[src/pmb_pkg.sv]
// Shared types and constants of the prioritised magnitude budget block.
package pmb_pkg;

  // Number of register stages in the square root and divider pipelines.
  // Each stage resolves two result bits of a 32-bit result.
  localparam int unsigned SQRT_STAGES = 16;
  localparam int unsigned DIV_STAGES  = 16;

  // Configuration register map.
  localparam int unsigned PADDR_W           = 3;
  localparam logic        REG_MAX_MAGNITUDE = 1'b0;
  localparam logic [30:0] MAX_MAG_RESET     = 31'd65536;

  // How a source word is granted.
  typedef enum logic [1:0] {
    MODE_ZERO,
    MODE_PASS,
    MODE_SCALE
  } mode_e;

  // Word payload carried alongside the arithmetic.
  typedef struct packed {
    logic               first;
    logic               active;
    logic               inr;
    logic [9:0]         p;
    logic signed [31:0] vx;
    logic signed [31:0] vy;
    logic signed [31:0] vz;
  } pl_t;

endpackage

[src/pmb_div.sv]
// Pipelined unsigned divider for a quotient known to fit 32 bits, two bits per stage.
module pmb_div import pmb_pkg::*; (
  input  logic        clk_i,
  input  logic        en_i,
  input  logic [63:0] num_i,
  input  logic [31:0] den_i,
  output logic [31:0] quo_o
);

  localparam int unsigned LAST = DIV_STAGES - 1;

  logic [31:0] rem_q [LAST];
  logic [31:0] n_q   [LAST];
  logic [31:0] den_q [LAST];
  logic [31:0] quo_q [DIV_STAGES];

  // One restoring step: bring down a dividend bit and try to subtract.
  function automatic logic [32:0] div_step(input logic [31:0] rem, input logic [31:0] den,
                                           input logic b);
    logic [32:0] r;
    logic [32:0] d;
    r = {rem, b};
    d = r - {1'b0, den};
    if (r >= {1'b0, den}) begin
      return {d[31:0], 1'b1};
    end
    return {r[31:0], 1'b0};
  endfunction

  for (genvar k = 0; k < DIV_STAGES; k++) begin : g_st
    logic [31:0] rem_in;
    logic [31:0] n_in;
    logic [31:0] den_in;
    logic [31:0] quo_in;
    logic [32:0] s1;
    logic [32:0] s2;

    if (k == 0) begin : g_head
      assign rem_in = num_i[63:32];
      assign n_in   = num_i[31:0];
      assign den_in = den_i;
      assign quo_in = '0;
    end else begin : g_body
      assign rem_in = rem_q[k-1];
      assign n_in   = n_q[k-1];
      assign den_in = den_q[k-1];
      assign quo_in = quo_q[k-1];
    end

    assign s1 = div_step(rem_in, den_in, n_in[31]);
    assign s2 = div_step(s1[32:1], den_in, n_in[30]);

    always_ff @(posedge clk_i) begin
      if (en_i) begin
        quo_q[k] <= {quo_in[29:0], s1[0], s2[0]};
      end
    end

    if (k < LAST) begin : g_carry
      always_ff @(posedge clk_i) begin
        if (en_i) begin
          rem_q[k] <= s2[32:1];
          n_q[k]   <= {n_in[29:0], 2'b00};
          den_q[k] <= den_in;
        end
      end
    end
  end

  assign quo_o = quo_q[LAST];

endmodule

[config.mk]
export PLATFORM = sky130hd
export DESIGN_NAME = pmb_div
export DESIGN_NICKNAME = d
export VERILOG_FILES = /design/src/pmb_pkg.sv /design/src/pmb_div.sv
export SDC_FILE = /design/constraint.sdc
export NUM_CORES = 2
export LEC_CHECK = 0
export BUFFER_PORTS_ARGS = -buffer_cell sky130_fd_sc_hd__buf_2
export CAP_MARGIN = 10
export CORE_UTILIZATION = 68
export DETAILED_ROUTE_END_ITERATION = 6
export PLACE_DENSITY_LB_ADDON = 0.08
export SETUP_SLACK_MARGIN = 0.05
export SYNTH_ARGS = -nofsm -noshare
export SYNTH_HDL_FRONTEND = slang
export SYNTH_SLANG_ARGS = --single-unit
[constraint.sdc]
create_clock -name clk_i -period 15.1 [get_ports clk_i]
set_input_delay 0.755 -clock clk_i [delete_from_list [all_inputs] [get_ports clk_i]]
set_output_delay 0.755 -clock clk_i [all_outputs]
set_load 0.01 [all_outputs]
==> impl_metrics.yaml <==
hold_path:
  worstHoldPathType: "in2reg"
  hp-start: "num_i[16]"
  holdPathStages: 1
setup_path:
  r2r_cells: 26
  cp_max_fo: 33
  criticalPathCategory: "reg2reg"
  arrival_ns: 8.88
  worstPathRequired_ns: 15.64
  endpoint_kind: "flop"
  start_kind: "flop"
  worstSetupStartpoint: "den_q[0][193]$_DFFE_PP_"
  worstReg2RegStart: "den_q[0][193]$_DFFE_PP_"
routing:
  wire_per_inst_um: 23.6
  wl_met1_um: 113000
  drt_first_pass_iters: 7
  drt-initial-drc-count: 8432
  route.antenna.remaining_nets: 0
  via_count: 82700
  wl_um: 297000
  wl_met2_um: 142000
  via_per_inst: 6.57
  drc: 12
  wl_met3_um: 21400
  top_layer: "met5"
timing:
  post-route-period-util_pct: 55.3
  period_needed_ns: 8.35
  hold_viol_final: 0
  skew_ns: 0.0617
  setup_tns_ns: 0
  slew_violations: 0
  timing.hold.ws_ns: 0.0786
  rsz0062_at_grt: "no"
  maxSlewHeadroom_pct: 17.2
  setup_viol: 0
  max_freq_mhz: 120
  tightestPinTransition_ns: 1.24
die:
  initial_utilization_pct: 68.7
  fp.dieW_um: 397
  core_um2: 155000
  rows: 144
  io_pins: 130
  die_h_um: 397
  die_area_um2: 158000
placed_design:
  portBuffers: 129
  placed_cell_area_um2: 109000
  detailed_place_hpwl_um: 229000
  globalplace.congestion: 1.00
clocking:
  htree_levels: 4
  numCtsBuffers: 157
  cts_tree: "built"
  cts_sinks: 1472
  clk_latency_ns: 0.86
  path_clk_slew_ns: 0.07
  cts_setup_buffers: 0
  clock_path_buffers: 3
  cts_root_buffer: "clkbuf_16"
  cts_hold_buf: 0
  cts.repair.resized: 0
grt:
  grt_usage_pct: 36.8
  grt_max_degree: 185
  grt_antenna_before_repair: 14
  grt_pass1_vias: 80400
  grt_pass1_wl_um: 451000
  grt_overflow: 0
layout:
  fillers: 10900
  seq_area_um2: 44200
  finish.instance_area_um2: 114000
  drive_above_1_share_pct: 10.5
  final_nets: 11600
  final_common_cell: "edfxtp_1"
  multi_input_area_um2: 58000
  area.growth.synth_to_final_pct: 7.71
  final_core_util_pct: 74.0
  final_cell_mix: "edfxtp_1, ha_1, a21oi_1"
logic_synthesis:
  ys_seq_area_share_pct: 41.6
  synth_top_cell_area_share_pct: 41.6
  synth_edf_count: 1472
  syn_avg_cell_area_um2: 10.3
  synth_top_cells_by_area: "edfxtp_1, ha_1, mux2_2, xnor2_1, a21oi_1"
  synth.largest_area_cell: "edfxtp_1"
  postSynth.asyncResetShare_pct: 0
  ys_warn_count: 0
  synthCells: 10300
  synth_top_flop_cell: "edfxtp_1"
  synth.distinct_cells: 102
  syn-num-nets: 11400
  syn_area_um2: 106000
  synth_seq_cells: 1472
flow_run:
  max_cap_viol_count: 0
run_status:
  status: "finished, violations left"
  failed_checks: "DRC"
-- cell usage after synthesis (161+ instances only) --
cell / count
xnor2_1: 548
a21oi_1: 932
nand3_1: 180
o21ai_0: 584
ha_1: 1024
xor2_1: 265
mux2_2: 540
nor2_1: 623
edfxtp_1: 1472
nor3_1: 161
a21o_1: 504
nand2_1: 592
inv_1: 843
-- critical path, stage by stage (launching register included) --
cell,delay (ns)
edfxtp_1,0.74
inv_1,0.28
ha_1,0.39
nor2b_1,0.17
o21a_1,0.18
o21ai_0,0.24
a211oi_1,0.44
o211a_1,0.24
o2111ai_1,0.15
a21o_1,0.23
nand2_1,0.39
buf_4,0.47
nor2_1,0.10
a21oi_1,0.33
ha_1,0.33
nor2b_1,0.15
o21ai_0,0.31
a21boi_0,0.22
o31ai_1,0.37
a21oi_1,0.25
a21boi_1,0.45
nor3_1,0.19
o41ai_1,0.43
nand3_1,0.15
a21o_1,0.18
buf_4,0.28
mux2_2,0.37
-- logic make-up after synthesis --
group	synth area share, %
buffers and inverters	3.87
adder cells (fa/ha/maj)	12.6
AO/OA/AOI/OAI	17.9
XOR/XNOR	6.70
AND/OR/NAND/NOR	10.2
flip-flops	41.6
multiplexers	7.04
-- flip-flops by register name, indices dropped and copies added (netlist names) --
register  count
den_q       480
rem_q       480
n_q         240
quo_q       272
-- layer usage --
layer / vias to the layer above / global-route usage (%)
met4: 16 / 23.5
li1: 38600 / -
met1: 39200 / 43.8
met2: 3804 / 62.1
met5: - / 0
met3: 1085 / 6.04
-- worst paths after layout --
kind,end,slack [ns]
max,rem_q[0][246]$_DFFE_PP_,6.75
min,n_q[0][16]$_DFFE_PP_,0.08
max reg2reg,rem_q[0][246]$_DFFE_PP_,6.75
min reg2reg,quo_q[0][229]$_DFFE_PP_,0.38
-- metrics by stage --
| step | std cells | setup slack, ns |
|---|---|---|
| floorplan | 10300 | 8.77 |
| detailed placement | 12300 | 7.32 |
| CTS | 12600 | 7.25 |
| finish | 12600 | 6.75 |
| global placement | 12300 | 7.40 |
| global route | 12600 | 6.57 |
-- cell type report --
class,instances,share of cell area (%)
well taps,2044,2.24
flip-flops and latches,1472,38.6
clock buffers,174,3.49
multi-input cells,7762,50.7
repair buffers,176,0.925
inverters,850,2.79
diodes,5,0.0109
clock inverters,112,1.20
Power is left out: the tool's default activity adds up to more than one toggle a clock period on the data nets, which glitch-free logic cannot reach.
