--- src/pmb_pkg.sv ---
// Shared types and constants of the prioritised magnitude budget block.
package pmb_pkg;

  // Number of register stages in the square root and divider pipelines.
  // Each stage resolves two result bits of a 32-bit result.
  localparam int unsigned SQRT_STAGES = 16;
  localparam int unsigned DIV_STAGES  = 16;

  // Configuration register map.
  localparam int unsigned PADDR_W           = 3;
  localparam logic        REG_MAX_MAGNITUDE = 1'b0;
  localparam logic [30:0] MAX_MAG_RESET     = 31'd65536;

  // How a source word is granted.
  typedef enum logic [1:0] {
    MODE_ZERO,
    MODE_PASS,
    MODE_SCALE
  } mode_e;

  // Word payload carried alongside the arithmetic.
  typedef struct packed {
    logic               first;
    logic               active;
    logic               inr;
    logic [9:0]         p;
    logic signed [31:0] vx;
    logic signed [31:0] vy;
    logic signed [31:0] vz;
  } pl_t;

endpackage

--- src/pmb_sqrt.sv ---
// Pipelined integer square root of a 64-bit value, two result bits per stage.
module pmb_sqrt import pmb_pkg::*; (
  input  logic        clk_i,
  input  logic        en_i,
  input  logic [63:0] sq_i,
  output logic [31:0] root_o
);

  localparam int unsigned LAST = SQRT_STAGES - 1;

  logic [32:0] rem_q  [LAST];
  logic [63:0] n_q    [LAST];
  logic [31:0] root_q [SQRT_STAGES];

  // One restoring step: bring down a bit pair and try to subtract.
  function automatic logic [64:0] sqrt_step(input logic [32:0] rem, input logic [31:0] root,
                                            input logic [1:0] pair);
    logic [34:0] r;
    logic [34:0] t;
    logic [34:0] d;
    r = {rem, pair};
    t = {1'b0, root, 2'b01};
    d = r - t;
    if (r >= t) begin
      return {d[32:0], root[30:0], 1'b1};
    end
    return {r[32:0], root[30:0], 1'b0};
  endfunction

  for (genvar k = 0; k < SQRT_STAGES; k++) begin : g_st
    logic [32:0] rem_in;
    logic [31:0] root_in;
    logic [63:0] n_in;
    logic [64:0] s1;
    logic [64:0] s2;

    if (k == 0) begin : g_head
      assign rem_in  = '0;
      assign root_in = '0;
      assign n_in    = sq_i;
    end else begin : g_body
      assign rem_in  = rem_q[k-1];
      assign root_in = root_q[k-1];
      assign n_in    = n_q[k-1];
    end

    assign s1 = sqrt_step(rem_in, root_in, n_in[63:62]);
    assign s2 = sqrt_step(s1[64:32], s1[31:0], n_in[61:60]);

    always_ff @(posedge clk_i) begin
      if (en_i) begin
        root_q[k] <= s2[31:0];
      end
    end

    if (k < LAST) begin : g_carry
      always_ff @(posedge clk_i) begin
        if (en_i) begin
          rem_q[k] <= s2[64:32];
          n_q[k]   <= {n_in[59:0], 4'b0000};
        end
      end
    end
  end

  assign root_o = root_q[LAST];

endmodule

--- config.mk ---
export PLATFORM = sky130hd
export DESIGN_NAME = pmb_sqrt
export DESIGN_NICKNAME = d
export VERILOG_FILES = /design/src/pmb_pkg.sv /design/src/pmb_sqrt.sv
export SDC_FILE = /design/constraint.sdc
export NUM_CORES = 2
export LEC_CHECK = 0
export BUFFER_PORTS_ARGS = -buffer_cell sky130_fd_sc_hd__buf_4
export CORE_ASPECT_RATIO = 0.8
export CORE_MARGIN = 1
export CORE_UTILIZATION = 51
export DETAILED_ROUTE_END_ITERATION = 10
export PLACE_DENSITY = 0.67
export SYNTH_ARGS = -nofsm -noshare
export SYNTH_HDL_FRONTEND = slang
export SYNTH_SLANG_ARGS = --single-unit
--- constraint.sdc ---
create_clock -name clk_i -period 9.8 [get_ports clk_i]
set_input_delay 1.96 -clock clk_i [delete_from_list [all_inputs] [get_ports clk_i]]
set_output_delay 1.96 -clock clk_i [all_outputs]
set_load 0.01 [all_outputs]
==> results.yml <==
finish:
  fillers: 13500
  drive_above_1_share_pct: 6.417
  fin_nets: 8671
  ff_latch_area_sq_um: 36730
  layout_common_cells: "edfxtp_1, nand2_1, a21oi_1"
  areaGrowthSynthToFinish_pct: 9.181
  layout_commonest_cell: "edfxtp_1"
  multi_input_area_sq_um: 40850
  final_core_util_pct: 56.35
sta:
  setup_viol: 0
  skew_ns: 0.03246
  fin_crit_sh_pct: 81.01
  tightestPinTransition_ns: 1.180
  fin_setup_tns_ns: 0
  rsz0062_at_grt: "false"
  fin_crit_ns: 7.939
  finalMaxSlewViolations: 0
  hold_viol_final: 0
  slew_headroom_pct: 20.61
  max_freq_mhz: 126.0
route:
  wirelength_um: 210000
  dr_total_vias: 61710
  drtIter0Drc: 6043
  firstDrtPassIters: 6
  viasPerCell: 6.022
  drc: 0
  wire_per_inst_um: 20.50
  route.antenna.remaining_nets: 0
global_routing:
  grt_pass1_wl_um: 326500
  grt_start_max_net_pins: 176
  overflow: 0
  antenna_found_initial: 6
  globalRouteTotalUtil_pct: 25.94
  grt_pass1_vias: 57770
job:
  drv_cap: 0
clocking:
  cts_tree: "done"
  cts_max_path_buffers: 3
  clockRootBuffer: "clkbuf_16"
  ctsHoldBuffers: 0
  clk_latency_ns: 0.78
  post-cts-setup-buffers: 0
  ctsHtreeMaxLevel: 4
  cts_resized: 0
  cts_sinks: 1223
  cts_buffers: 131
  clkTransAtPathRegs_ns: 0.06
synth:
  syn_inst: 7991
  synth_area_per_cell_sq_um: 10.03
  synth_flop_cell: "edfxtp_1"
  synth_edf_count: 1223
  synthArstFlopShare_pct: 0
  synth_area_sq_um: 80140
  ys_warn_count: 0
  ys_seq_area_share_pct: 45.82
  ys_ff_latch: 1223
  ys_types: 96
die:
  die_w_um: 445.2
  initial_core_util_pct: 51.62
  die-area_sq_um: 158700
  die_height_um: 356.6
  row_count: 129
  io_pins: 98
  coreArea_sq_um: 155300
pwr:
  p_leak_nw: 34.27
  power.internal_mw: 14.25
  clkPwrFrac_pct: 21.6
  power_density_nw_per_um2: 267.2
  power_switching_mw: 9.129
  power_frac_seq_pct: 33.3
  switching_share_pct: 39.04
  vdd_ir_drop_max_mv: 0.1565
  comb_power_share_pct: 45.1
  power_mw: 23.38
worst_setup_path:
  crit_arrival_ns: 8.46
  path_class: "reg -> reg"
  reg2reg_from: "root_q[1][130]"
  start_kind: "flop"
  required_ns: 10.32
  reg2reg_slack_ns: 1.86
  r2r_end: "rem_q[1][191]"
  r2r.worst_path.cells: 26
  crit_path_end_kind: "flop"
  crit_fanout: 56
min_path:
  hold_start: "n_q[0][159]"
  hold_end: "n_q[0][223]"
  whs_path_depth: 0
  hp-class: "reg -> reg"
placement:
  gp_congestion: 0.9531
  io_buffers: 97
  dp_hpwl_um: 160800
outcome:
  status: "complete, no violations"
## state kept, by name, indices dropped and copies added, names as in the netlist
signal and cells:
n_q 480, rem_q 471, root_q 272
## cell families (layout without fill, tap and decap cells)
group	count (synthesis)	after routing	share of synthesized area, %
AOI/OAI and AO/OA	2083	2083	16.52
adders and majority gates	556	556	8.680
muxes	101	101	1.379
DFF	1223	1223	45.82
other	1	4	0.004679
buffers and inverters	695	853	3.288
and+or+nand+nor	2601	2601	16.32
xor gates and xnor gates	731	731	7.989
## cells in the mapped netlist, types with 56 or more instances
cell / n / area, sq um
nand2_1: 728 / 2733
o21ai_0: 491 / 2457
ha_1: 556 / 6957
mux2_2: 74 / 833.3
and3_1: 62 / 387.9
o21bai_1: 74 / 555.5
nand2b_1: 108 / 675.7
inv_1: 472 / 1772
a21o_1: 274 / 2057
xnor2_1: 440 / 3854
nor2b_1: 104 / 650.6
edfxtp_1: 1223 / 36730
o21a_1: 75 / 563.0
clkbuf_1: 192 / 720.7
nor2_1: 582 / 2185
a211oi_1: 61 / 457.9
nor3_1: 193 / 965.9
or3_1: 80 / 500.5
a31oi_1: 76 / 475.5
nor4_1: 117 / 732.0
xor2_1: 291 / 2549
nand4_1: 120 / 750.7
nand3_1: 168 / 840.8
and2_1: 56 / 350.3
o31ai_1: 63 / 473.0
a21oi_1: 605 / 3028
## critical path: stages, from the launching register on
cell and delay, ns:
edfxtp_1 0.40, inv_1 0.12, ha_1 0.30, a21o_1 0.18
a21oi_1 0.32, o311ai_0 0.21, o21ai_0 0.57, nand2_1 0.23
a31oi_1 0.31, nand2b_1 0.55, inv_1 0.17, buf_4 0.43
o21ai_0 0.22, ha_1 0.41, a21oi_1 0.16, o21ai_0 0.09
a21oi_1 0.14, o31ai_1 0.08, a21o_1 0.22, nand3_1 0.12
a41oi_1 0.25, nor2b_1 0.25, a211o_1 0.31, a2111oi_2 0.35
buf_4 0.51, inv_1 0.31, mux2_1 0.37
## area by class of cell
cell class / instances / area share [%]
diodes: 2 / 0.005720
clock buffers: 153 / 3.889
clock inverters: 81 / 1.111
inverters: 478 / 2.050
multi-input cells: 6074 / 46.68
flip-flops and latches: 1223 / 41.97
well taps: 2096 / 2.997
repair buffers: 141 / 1.295
## routing by layer
metal	global-route usage [%]	part of all wire, %	vias to the layer above
li1	-	-	29840
met1	37.61	46	29470
met2	41.01	45	2108
met3	3.289	6.6	291
met4	6.804	2.4	0
met5	0	0	-
## worst max-delay path by stage
stage,startpoint,end,slack [ns],cells past startpoint
floorplan,rem_q[1][148],rem_q[1][193],3.40,31
global placement,root_q[1][178],rem_q[1][228],2.24,23
detailed placement,root_q[1][130],rem_q[1][191],2.15,26
CTS,root_q[1][130],rem_q[1][191],2.16,26
global route,root_q[1][130],rem_q[1][191],1.43,26
finish,root_q[1][130],rem_q[1][191],1.86,26
## power groups by stage
stage | sequential, mW | combinational, mW | clock, mW
2_1_floorplan | 7.45 | 8.01 | 0
3_3_place_gp | 7.88 | 10.2 | 0
3_5_place_dp | 7.88 | 10.3 | 0
4_1_cts | 7.78 | 10.4 | 5.18
5_1_grt | 7.87 | 11.6 | 5.38
6_report | 7.79 | 10.5 | 5.05
## per-stage QoR
step	std cells	worst slack (ns)	hold WS (ns)	cell area (sq um)
2_1_floorplan	7992	3.399	0.4003	80150
3_3_place_gp	10010	2.236	0.4011	83120
3_5_place_dp	10010	2.154	0.4045	83120
4_1_cts	10250	2.155	0.3996	87500
5_1_grt	10250	1.428	0.4079	87500
6_report	10250	1.861	0.4052	87500
Note: power is estimated with default switching activity, not from simulation.
